$ cat config.mk
export PLATFORM = sky130hd
export DESIGN_NAME = lbp_ram
export DESIGN_NICKNAME = d
export VERILOG_FILES = /design/src/rtl/lbp_ram.sv
export SDC_FILE = /design/constraint.sdc
export NUM_CORES = 2
export LEC_CHECK = 0
export ABC_AREA = 1
export CAP_MARGIN = 20
export CELL_PAD_IN_SITES_DETAIL_PLACEMENT = 1
export CELL_PAD_IN_SITES_GLOBAL_PLACEMENT = 2
export CORE_MARGIN = 5
export CORE_UTILIZATION = 40
export CTS_CLUSTER_DIAMETER = 100
export DETAILED_ROUTE_END_ITERATION = 6
export DONT_BUFFER_PORTS = 1
export PLACE_DENSITY = 0.84
export SKIP_CTS_REPAIR_TIMING = 1
export SYNTH_ARGS = -nofsm -noshare
export SYNTH_HDL_FRONTEND = slang
export SYNTH_SLANG_ARGS = --single-unit
export TNS_END_PERCENT = 30
$ cat constraint.sdc
create_clock -name clk -period 1.4 [get_ports clk]
set_input_delay 0 -clock clk [delete_from_list [all_inputs] [get_ports clk]]
set_output_delay 0 -clock clk [all_outputs]
set_load 0.01 [all_outputs]
$ cat src/rtl/lbp_ram.sv
// generic single write port ram with registered read
module lbp_ram #(
	parameter int WIDTH = 8,
	parameter int DEPTH = 256
) (
	input  logic                     clk,
	input  logic                     we,
	input  logic [$clog2(DEPTH)-1:0] waddr,
	input  logic [WIDTH-1:0]         wdata,
	input  logic                     re,
	input  logic [$clog2(DEPTH)-1:0] raddr,
	output logic [WIDTH-1:0]         rdata
);

	logic [WIDTH-1:0] mem_q [DEPTH];

	// write port
	always_ff @(posedge clk) begin
		if (we) begin
			mem_q[waddr] <= wdata;
		end
	end

	// read port, holds its data while not enabled
	always_ff @(posedge clk) begin
		if (re) begin
			rdata <= mem_q[raddr];
		end
	end

endmodule

### Word-level counts from Yosys, hierarchy flattened

Memories as Yosys holds them, arrays and structs flattened. A register that Yosys moved wholly into a read port is not among the register bits.
Cells that the tools add are included.

* mux-type cells: 2

Operators by type and width (number)
* $mux 1: 2

* memory bits (writable): 2048
* register bits after elaboration: 0
* bits of input ports: 27
* memories: 1
* output and inout bits: 8
* word-level logic and storage cells: 3

Memories
* mem_q: depth 256, bits a word 8, read ports 1, clocked after memory_dff 1, write ports 1, RTL line 15 `logic [WIDTH-1:0] mem_q [DEPTH];`

### Longest topological paths before layout

* depth in word-level cells: 2
* depth in mapped cells: 15
* mapped depth without buffers: 11

### Worst setup path after synthesis

Ideal clock, no wire load.

* kind: input port to flip-flop
* start point: in we
* end point: mem mem_q[162][0] (enable)
* buffers on the path: 2
* required time: 1.030 ns
* stages on the path: 4
* library setup time: 0.370 ns
* slack: -0.091 ns
* arrival: 1.121 ns
* cells stage by stage: clkbuf_1 -> nand3_1 -> clkbuf_1 -> nor2_1

* word-level cells in the longest chain between the ends: 2

RTL lines
* from (decl): RTL line 7 `input logic we,`
* $mux 1: RTL line 19 `if (we) begin`
* $mux 1 (implied by the code): RTL line 20 `mem_q[waddr] <= wdata;`
* to (decl): RTL line 15

No other way between the ends.

==> flow_summary.toml <==
[setup_path]
arrival_ns = 2.72
critical-path-top-delay-family = "simple AND/OR/NAND/NOR gates"
critPathSlowestCell = "clkinv_16"
cp_num_buf_inv = 5
r2r_start = "mem_q[31][6]"
setup.worst_path.start = "raddr[1]"
startpoint_type = "input port"
required_ns = 1.99
cp_common_cell = "nand3_2"
criticalPathCategory = "input port to flip-flop"
end_kind = "flip-flop"
cp_max_fo = 513
max_stage_delay_ns = 0.31
cp_cell_sequence = "clkinv_16 > buf_16 > buf_16 > buf_12 > buf_4 > nand3_1 > nand3_2 > nand3_2 > nand3_2 > nand3_2 > nand3_4 > nand2_2 > nand2_2 > nand2_2"

[floorplanning]
start_util = 0.403
rows = 167
design.core.area_sq_mm = 0.207
ios = 35
die_w_microns = 467
die-area_sq_mm = 0.218
fp.dieH_microns = 467

[clocking]
cts_tree = "done"
clkTransAtPathRegs_ns = 0.06
htree_levels = 4
clockBufferDepth = 3
cts.sinks = 2056
clk_latency_ns = 0.86
cts_buffers = 210
cts-root-buf = "clkbuf_16"

[cells_and_area]
area_delta_synth_final_pct = 19.6
final_cell_mix = "nand2_1 (2093), edfxtp_1 (2056), nand3_1 (1617), buf_4 (508), nand3_2 (356)"
utilization = 0.482
finalNonFillerCells = 10300
drive_above_1_share = 0.175
final_common_cell = "nand2_1"
final_nets = 7389

[logic_synthesis]
mappedNetlistArea_sq_mm = 0.0835
yosys.cell_types.count = 13
syn-num-nets = 7030
yosys_warnings = 0
yosysTopAreaCell = "edfxtp_1"
yosysTopAreaCellShare = 0.740
postSynthAreaPerCell_sq_um = 11.9
synthTopCellsByArea = "edfxtp_1 (74%), nand3_1 (12%), nand2_1 (9.5%)"
syn_inst = 7003
seq_area_frac_synth = 0.740
synth-seq-cells = 2056

[placement]
port_buffers = 0
dp_cells = 9884
gp_congestion = 0.818
place_ws_ns = -1.54
dpl.hpwl_mm = 146

[route]
dr.pass1.iters = 6
routedWlPerCell_microns = 26.5
first_iter_violations = 6205
vias = 58500
wl_mm = 274
ant_nets = 0
drc = 0
via_per_inst = 5.66

[timing]
setup_slack_ns = -0.728
hold_viol = 2057
holdWs_ns = -0.735
period_minus_slack_ns = 2.13
fin_crit_sh = 1.52
fin_setup_tns_ns = -156.36
clock_skew_ns = 0.0330
max_freq_mhz = 470
relSlewSlack = -0.0150
setup_viol = 1428
final_max_slew_viol_count = 70
grt_setup_unrepaired = "yes"
tightest_slew_ns = 1.52

[status]
outcome = "finished, violations left"
violations = "hold timing, slew limit, setup timing"

[global_route]
antenna_found_initial = 8
grt_pass1_wl_mm = 387
grt_pass1_vias = 60200
grt_max_degree = 1026
grt_overflow = 0
grt_usage = 0.234

[hold_path]
hp-start = "wdata[0]"
hp-class = "input port to flip-flop"

[power]
vdd_drop_max_mv = 1.40
p_per_area_mw_per_mm2 = 1300
p_leak_nw = 35.4

[job]
drv_cap = 0
==> final timing paths <==
check | endpoint | slack, ns | cells past startpoint
max | rdata[3] | -0.73 | 14
min | mem_q[174][0] | -0.73 | 0
min reg2reg | rdata[2] | 1.13 | 10
max reg2reg | rdata[6] | -0.39 | 10
==> synth_stat cells (all sizes together) <==
cell type / count
nor2: 283
nand3: 2019
nand2: 2123
clkbuf: 112
buf: 371
edfxtp: 2056
inv: 39
==> kinds of logic (layout without fill, tap and decap cells) <==
family        after synthesis  in the layout  synth area share
flops                    2056           2056             0.740
simple gates             4425           4425             0.229
other cells                 0              4                 0
buf+inv                   522           1054            0.0312
==> where the power goes <==
group | internal (W) | switching, W
combinational | 0.00266 | 0.00507
sequential | 0.0679 | 0.000103
clock | 0.0303 | 0.0241
==> registers in the layout (all words and copies together) (netlist names) <==
signal  cells
mem_q    2048
rdata       8
==> through the flow <==
step | hold slack, ns | cell area [sq um] | power [W]
after floorplan | 0.0989 | 83500 | 0.0734
after global placement | 0.135 | 89900 | 0.0751
after detailed placement | 0.135 | 89900 | 0.0752
after CTS | -0.801 | 96400 | 0.129
after global routing | -0.779 | 99800 | 0.134
final | -0.735 | 99800 | 0.130
==> metal layers <==
layer	vias up	wire length, microns	global-route usage
met5	-	0	0
met4	0	10900	0.0896
met3	455	18000	0.0327
met2	2236	136000	0.401
met1	30200	109000	0.304
li1	25600	-	-
==> layout make-up <==
class | instances | area [sq um]
diodes | 4 | 10.0
clock buffers | 273 | 5530
clock inverters | 112 | 1010
fillers | 21400 | 107000
inverters | 39 | 199
multi-input cells | 4425 | 21600
flip-flops and latches | 2056 | 61700
well taps | 2788 | 3490
repair buffers | 630 | 6260
==> worst register-to-register path, delay by kind of cell, from the launching register on <==
family	cells	cell delay [ns]
DFF	1	0.38
and+or+nand+nor	10	1.14
Power figures use the tool's default switching activity.
