`src/rtl/lbp_pkg.sv`:
```
// shared types, constants and the pattern function of the 3x3 lbp block
package lbp_pkg;

	localparam int MAX_WIDTH = 2048;
	localparam int ADDR_W    = $clog2(MAX_WIDTH);
	localparam int WID_W     = 12;
	localparam int ROW_W     = 16;
	localparam int CFG_W     = 16;
	localparam int IDX_W     = 1;
	localparam int FIFO_DEPTH = 4;
	localparam int FIFO_PTR_W = $clog2(FIFO_DEPTH);
	localparam int FIFO_CNT_W = FIFO_PTR_W + 1;

	// register indexes
	localparam logic [IDX_W-1:0] REG_IMAGE_WIDTH  = 1'b0;
	localparam logic [IDX_W-1:0] REG_IMAGE_HEIGHT = 1'b1;

	// request kinds
	localparam logic ACT_PIXEL = 1'b0;
	localparam logic ACT_DRAIN = 1'b1;

	localparam logic [WID_W-1:0] WIDTH_RESET  = WID_W'(640);
	localparam logic [ROW_W-1:0] HEIGHT_RESET = ROW_W'(480);
	localparam logic [WID_W-1:0] WIDTH_MIN    = WID_W'(2);
	localparam logic [WID_W-1:0] WIDTH_MAX    = WID_W'(MAX_WIDTH);
	localparam logic [ROW_W-1:0] HEIGHT_MIN   = ROW_W'(2);

	// bt.601 gray weights, 14 bit fixed point
	localparam int GRAY_SUM_W = 22;
	localparam logic [13:0] K_BLUE  = 14'd1868;
	localparam logic [13:0] K_GREEN = 14'd9617;
	localparam logic [13:0] K_RED   = 14'd4899;
	localparam logic [GRAY_SUM_W-1:0] K_ROUND = GRAY_SUM_W'(8192);

	typedef struct packed {
		logic       eob;
		logic       eoi;
		logic [7:0] code;
	} result_t;

	typedef struct packed {
		logic    v0;
		result_t r0;
		logic    v1;
		result_t r1;
	} push_t;

	// column word: top in [23:16], middle in [15:8], bottom in [7:0]
	function automatic logic [7:0] lbp_code(logic [23:0] l, logic [23:0] c, logic [23:0] r);
		logic [7:0] ctr;
		logic [7:0] code;
		ctr = c[15:8];
		code[0] = l[23:16] >= ctr;
		code[1] = c[23:16] >= ctr;
		code[2] = r[23:16] >= ctr;
		code[3] = r[15:8]  >= ctr;
		code[4] = r[7:0]   >= ctr;
		code[5] = c[7:0]   >= ctr;
		code[6] = l[7:0]   >= ctr;
		code[7] = l[15:8]  >= ctr;
		return code;
	endfunction

endpackage

```
`src/rtl/lbp_out_fifo.sv`:
```
// small result queue that takes up to two results a cycle and drives the output stream
module lbp_out_fifo (
	input  logic            clk,
	input  logic            arst_n,
	input  lbp_pkg::push_t  push,
	output logic            room,
	output logic            out_valid,
	input  logic            out_ready,
	output lbp_pkg::result_t out_data
);

	import lbp_pkg::*;

	result_t                mem_q [FIFO_DEPTH];
	logic [FIFO_PTR_W-1:0]  wp_q;
	logic [FIFO_PTR_W-1:0]  rp_q;
	logic [FIFO_CNT_W-1:0]  cnt_q;
	logic [FIFO_PTR_W-1:0]  wp1;
	logic                   pop;
	logic [FIFO_CNT_W-1:0]  n_push;

	assign pop       = out_valid & out_ready;
	assign wp1       = push.v0 ? wp_q + FIFO_PTR_W'(1) : wp_q;
	assign n_push    = FIFO_CNT_W'(push.v0) + FIFO_CNT_W'(push.v1);
	assign out_valid = cnt_q != '0;
	assign out_data  = mem_q[rp_q];
	// space for a two result request, without counting this cycle's pop
	assign room      = cnt_q <= FIFO_CNT_W'(FIFO_DEPTH - 2);

	// storage
	always_ff @(posedge clk) begin
		if (push.v0) begin
			mem_q[wp_q] <= push.r0;
		end
		if (push.v1) begin
			mem_q[wp1] <= push.r1;
		end
	end

	// pointers and fill count
	always_ff @(posedge clk or negedge arst_n) begin
		if (!arst_n) begin
			wp_q  <= '0;
			rp_q  <= '0;
			cnt_q <= '0;
		end else begin
			wp_q  <= wp_q + FIFO_PTR_W'(n_push);
			if (pop) begin
				rp_q <= rp_q + FIFO_PTR_W'(1);
			end
			cnt_q <= cnt_q + n_push - FIFO_CNT_W'(pop);
		end
	end

endmodule

```
`config.mk`:
```
export PLATFORM = sky130hd
export DESIGN_NAME = lbp_out_fifo
export DESIGN_NICKNAME = d
export VERILOG_FILES = /design/src/rtl/lbp_pkg.sv /design/src/rtl/lbp_out_fifo.sv
export SDC_FILE = /design/constraint.sdc
export NUM_CORES = 1
export LEC_CHECK = 0
export BUFFER_PORTS_ARGS = -buffer_cell sky130_fd_sc_hd__buf_2
export CORE_MARGIN = 1
export CORE_UTILIZATION = 34
export DETAILED_ROUTE_END_ITERATION = 16
export SYNTH_ARGS = -nofsm -noshare
export SYNTH_HDL_FRONTEND = slang
export SYNTH_SLANG_ARGS = --single-unit
```
`constraint.sdc`:
```
create_clock -name clk -period 2.7 [get_ports clk]
set_input_delay 0.405 -clock clk [delete_from_list [all_inputs] [get_ports clk]]
set_output_delay 0.405 -clock clk [all_outputs]
set_load 0.01 [all_outputs]
```
==> Word level (Yosys, flattened, before mapping) <==
Memory sizes are Yosys's and may differ from the RTL's.
Cells that the tools add are included.
{ "op_classes": {"add_sub_neg": 6, "n_lt_le_gt_ge": 1, "muxes": 5, "bitwise_logic": 1, "reduce_logical": 1} }
{ "ops": {"columns": ["cell", "count"], "rows": [
  ["2-bit by 1-bit adder with 2-bit output (second input constant)", 2],
  ["1-bit 2-to-1 mux", 4],
  ["3-bit by 2-bit adder with 3-bit output", 1],
  ["3-bit by 2-bit <= comparator with 1-bit output (second input constant)", 1],
  ["3-bit nonzero test", 1],
  ["3-bit by 1-bit subtractor with 3-bit output", 1],
  ["1-bit by 1-bit adder with 2-bit output", 1],
  ["2-bit adder", 1],
  ["2-bit 2-to-1 mux", 1],
  ["1-bit bitwise AND", 1]
]} }
{ "totals": {"register_bits": 7, "ram_bits": 40, "in_bits": 25, "elab_cells": 18, "n_memories": 1} }
{ "memory_table": {"columns": ["name", "depth", "word_bits", "rd", "rd_ports_with_merged_regs", "write_ports", "line", "source"], "rows": [
  ["mem_q", 4, 10, 1, 0, 2, "lbp_out_fifo.sv:14", "result_t mem_q [FIFO_DEPTH];"]
]} }

==> Depth between registers and ports, before layout <==
{ "logic_depth": {"ltp_word": 3, "ltp_mapped": 9, "ltp_nobuf": 9} }

==> Worst setup path before layout <==
Ideal clock, no wire load.
{ "synth_timing": {"path_kind": "reg-to-reg", "start": "register wp_q[0]", "end": "memory mem_q[0][0] (netlist bit) (data pin)", "setup_time_ps": 260, "arrival_time_ps": 1728, "setup_slack_ps": 712, "path_stages_with_launch": 7, "path_buffers": 1, "path_cell_list": "dfrtp_1 inv_2 ha_1 and3b_1 o21ai_1 buf_6 mux2_4"} }
{ "synth_lines": {"columns": ["element", "line", "source"], "rows": [
  ["start, declared", "lbp_out_fifo.sv:15", "logic [FIFO_PTR_W-1:0] wp_q;"],
  ["start signal, assigned", "lbp_out_fifo.sv:47", "wp_q <= wp_q + FIFO_PTR_W'(n_push);"],
  ["end, declared", "lbp_out_fifo.sv:14", null]
]} }

==> impl_metrics.csv <==
group,metric,value,unit
grt,grt_overflow_total,0,
sta,fin_skew,0.00370,ns
finish,nets,231,
floorplanning,initial_core_util,0.352,
clocking,clk_pin_slew_worst_paths,0.09,ns
setup_path,rrSetupSlack,0.57,ns
place,dpl.hpwl,3530,um
grt,grt_pass1_vias,1467,
route,antenna_left,0,
place,place_inst,287,
finish,antenna_cells,0,
grt,grt.total_usage,0.136,
floorplanning,ios,37,
sta,finalSetupViolCount,0,
finish,drive_above_1_share,0.487,
power_and_ir_drop,p_switching,1.05,mW
route,wl,4910,um
place,placed_area,2890,um2
setup_path,cp_data_arrival_time,1.86,ns
synthesis,synth_area,2570,um2
setup_path,regToRegEndpoint,"mem_q[0][9]",
floorplanning,num_rows,31,
setup_path,critPathCaptureType,"primary output",
synthesis,ys_seq_area_frac,0.536,
route,wl_per_cell,16.6,um
synthesis,syn_inst,149,
grt,antenna_found_initial,0,
synthesis,synth.avg_cell_area,17.2,um2
sta,final.setup.tns,0,ns
synthesis,synth.area.top_cells,"edfxtp_1, mux2_4, mux4_2",
finish,final_area,2990,um2
route,drtPass1Iterations,4,
floorplanning,fp.dieW,88.9,um
synthesis,synthDistinctLibCells,29,
synthesis,synth-warning-count,0,
sta,worst_hold_slack,0.431,ns
hold_path,min_path_cells,2,
setup_path,cp.required,2.30,ns
hold_path,min_to,"mem_q[1][9]",
power_and_ir_drop,p_seq_frac,0.424,
power_and_ir_drop,p_int,2.02,mW
clocking,root_buffer,"clkbuf_8",
sta,fin_crit,2.26,ns
setup_path,start_kind,"flip-flop",
synthesis,synth_top_area_frac,0.468,
floorplanning,core,7290,um2
grt,grt_pass1_wl,7540,um
route,route.detailed.drc,0,
sta,hold_violations,0,
finish,finalNonFillerCells,296,
run_status,status,"completed",
sta,fin_crit_sh,0.837,
power_and_ir_drop,switching_share,0.342,
clocking,cts_buffers,5,
floorplanning,die_height,88.9,um
floorplanning,dieArea,7900,um2
setup_path,reg2reg_depth,6,
synthesis,synth_seq_cells,47,
finish,utilization,0.410,
power_and_ir_drop,peakVddDrop,0.000583,V
place,portBuffers,36,
finish,area.growth.synth_to_final,16.4,%
clocking,htreeDepth,2,
run,drv_cap,0,
synthesis,yosysTopAreaCell,"edfxtp_1",
power_and_ir_drop,p_leak,1.23,nW
power_and_ir_drop,p_comb_frac,0.437,
clocking,clk_latency,0.30,ns
sta,max_slew.worst_pin.slew,0.592,ns
route,routed_via_density,4.65,
sta,drv_slew,0,
clocking,post_cts_resized,0,
route,drtIter0Drc,39,
clocking,clock_path_buffers,2,
power_and_ir_drop,power_density,1030,nW/um2
setup_path,r2r_start,"wp_q[1]",
power_and_ir_drop,clkPwrFrac,0.139,
grt,grt_max_degree,16,
route,num_vias,1377,
hold_path,hold_start,"push[9]",
setup_path,crit_fanout,7,
clocking,clock_sinks,47,
clocking,cts_tree,"built",
place,gp_congestion,0.671,
sta,fmax,442,MHz
sta,slew_headroom,0.605,
sta,rsz0062_at_grt,"false",
setup_path,critPathKind,"reg2out",
synthesis,synth_fp_nets,184,
hold_path,hold_class,"in2reg",
==> final cells by class <==
| cell class | instances | area [um2] |
|---|---|---|
| clock buffer | 5 | 68.8 |
| clock inverter | 3 | 20.0 |
| fill | 722 | 4300 |
| inverter | 8 | 30.0 |
| multi-input combinational | 87 | 1100 |
| sequential | 47 | 1380 |
| tap | 99 | 124 |
| timing repair buffer | 47 | 265 |
==> metal layers <==
layer	up-vias	GRT usage	wire, um	part of all wire
li1	667	-	-	-
met1	675	0.172	2350	0.48
met2	31	0.222	2270	0.46
met3	4	0.0462	244	0.050
met4	0	0.0396	49	0.010
met5	-	0	0	0
==> flip-flops by register name, indices dropped and copies added (netlist names) <==
name,cells
mem_q,40
cnt_q,3
wp_q,2
rp_q,2
==> Yosys cell counts, drive strengths merged <==
cell type / instances
nor3b: 2
o21ai: 2
o31a: 1
xor2: 2
dfrtp: 7
mux2: 40
nand4: 1
ha: 9
xnor2: 4
or3: 1
and3b: 1
a21oi: 1
clkbuf: 1
inv: 8
a21o: 2
nand2: 6
nand4b: 1
mux4: 10
nor3: 1
o31ai: 2
edfxtp: 40
buf: 6
fa: 1
==> worst max-delay path by stage <==
| stage | slack, ns | cells past startpoint | to | from |
|---|---|---|---|---|
| final | 0.44 | 3 | out_data[0] | rp_q[0] |
| after global placement | 0.49 | 10 | cnt_q[2] | push[21] |
| after detailed placement | 0.49 | 10 | cnt_q[2] | push[21] |
| after global routing | 0.31 | 3 | out_data[0] | rp_q[0] |
| after floorplan | 0.71 | 6 | mem_q[0][0] | wp_q[0] |
| after CTS | 0.39 | 3 | out_data[0] | rp_q[0] |
==> placed cells by master, fill, tap and decap left out, types with 2 or more instances in the layout <==
cell      Yosys  layout
inv_1         7       7
clkbuf_8      0       5
mux2_1       11      11
mux4_2       10      10
edfxtp_1     40      40
buf_4         2      10
a21o_1        2       2
nand2_1       6       6
buf_2         1      36
xnor2_1       4       4
mux2_2        2       2
xor2_1        2       2
mux2_4       27      27
o31ai_2       2       2
o21ai_1       2       2
dfrtp_1       7       7
ha_1          9       9
==> timing repair <==
| action | 4_1_cts | 5_1_grt |
|---|---|---|
| hold buffers | 1 | 0 |
| buffers inserted | 0 | 0 |
| endpoints found under the hold margin | 7 | 0 |
==> power by group through the flow <==
stage               Sequential [mW]  Combinational (mW)  Clock (mW)
floorplan                      1.24               0.998           0
global placement               1.32                1.36           0
detailed placement             1.33                1.36           0
CTS                            1.31                1.37       0.441
global route                   1.34                1.47       0.469
finish                         1.30                1.34       0.426
==> cell families after synthesis <==
kind of cell,count (synthesis),synth area share
simple gates,13,0.0302
buf+inv,15,0.0341
xor+xnor,6,0.0205
flops,47,0.536
fa+ha+maj,10,0.0517
mux,50,0.303
compound gates,8,0.0248
==> critical path, stage by stage (launching register included) <==
cell and delay (ns):
dfrtp_1 0.59, buf_4 0.27, mux4_2 0.53, buf_2 0.16
==> through the flow <==
step                setup WS [ns]  power (mW)
floorplan                   0.712        2.24
global placement            0.493        2.68
detailed placement          0.486        2.69
CTS                         0.391        3.13
global route                0.313        3.29
finish                      0.440        3.07
No activity file was read; power rests on OpenSTA's default activity.
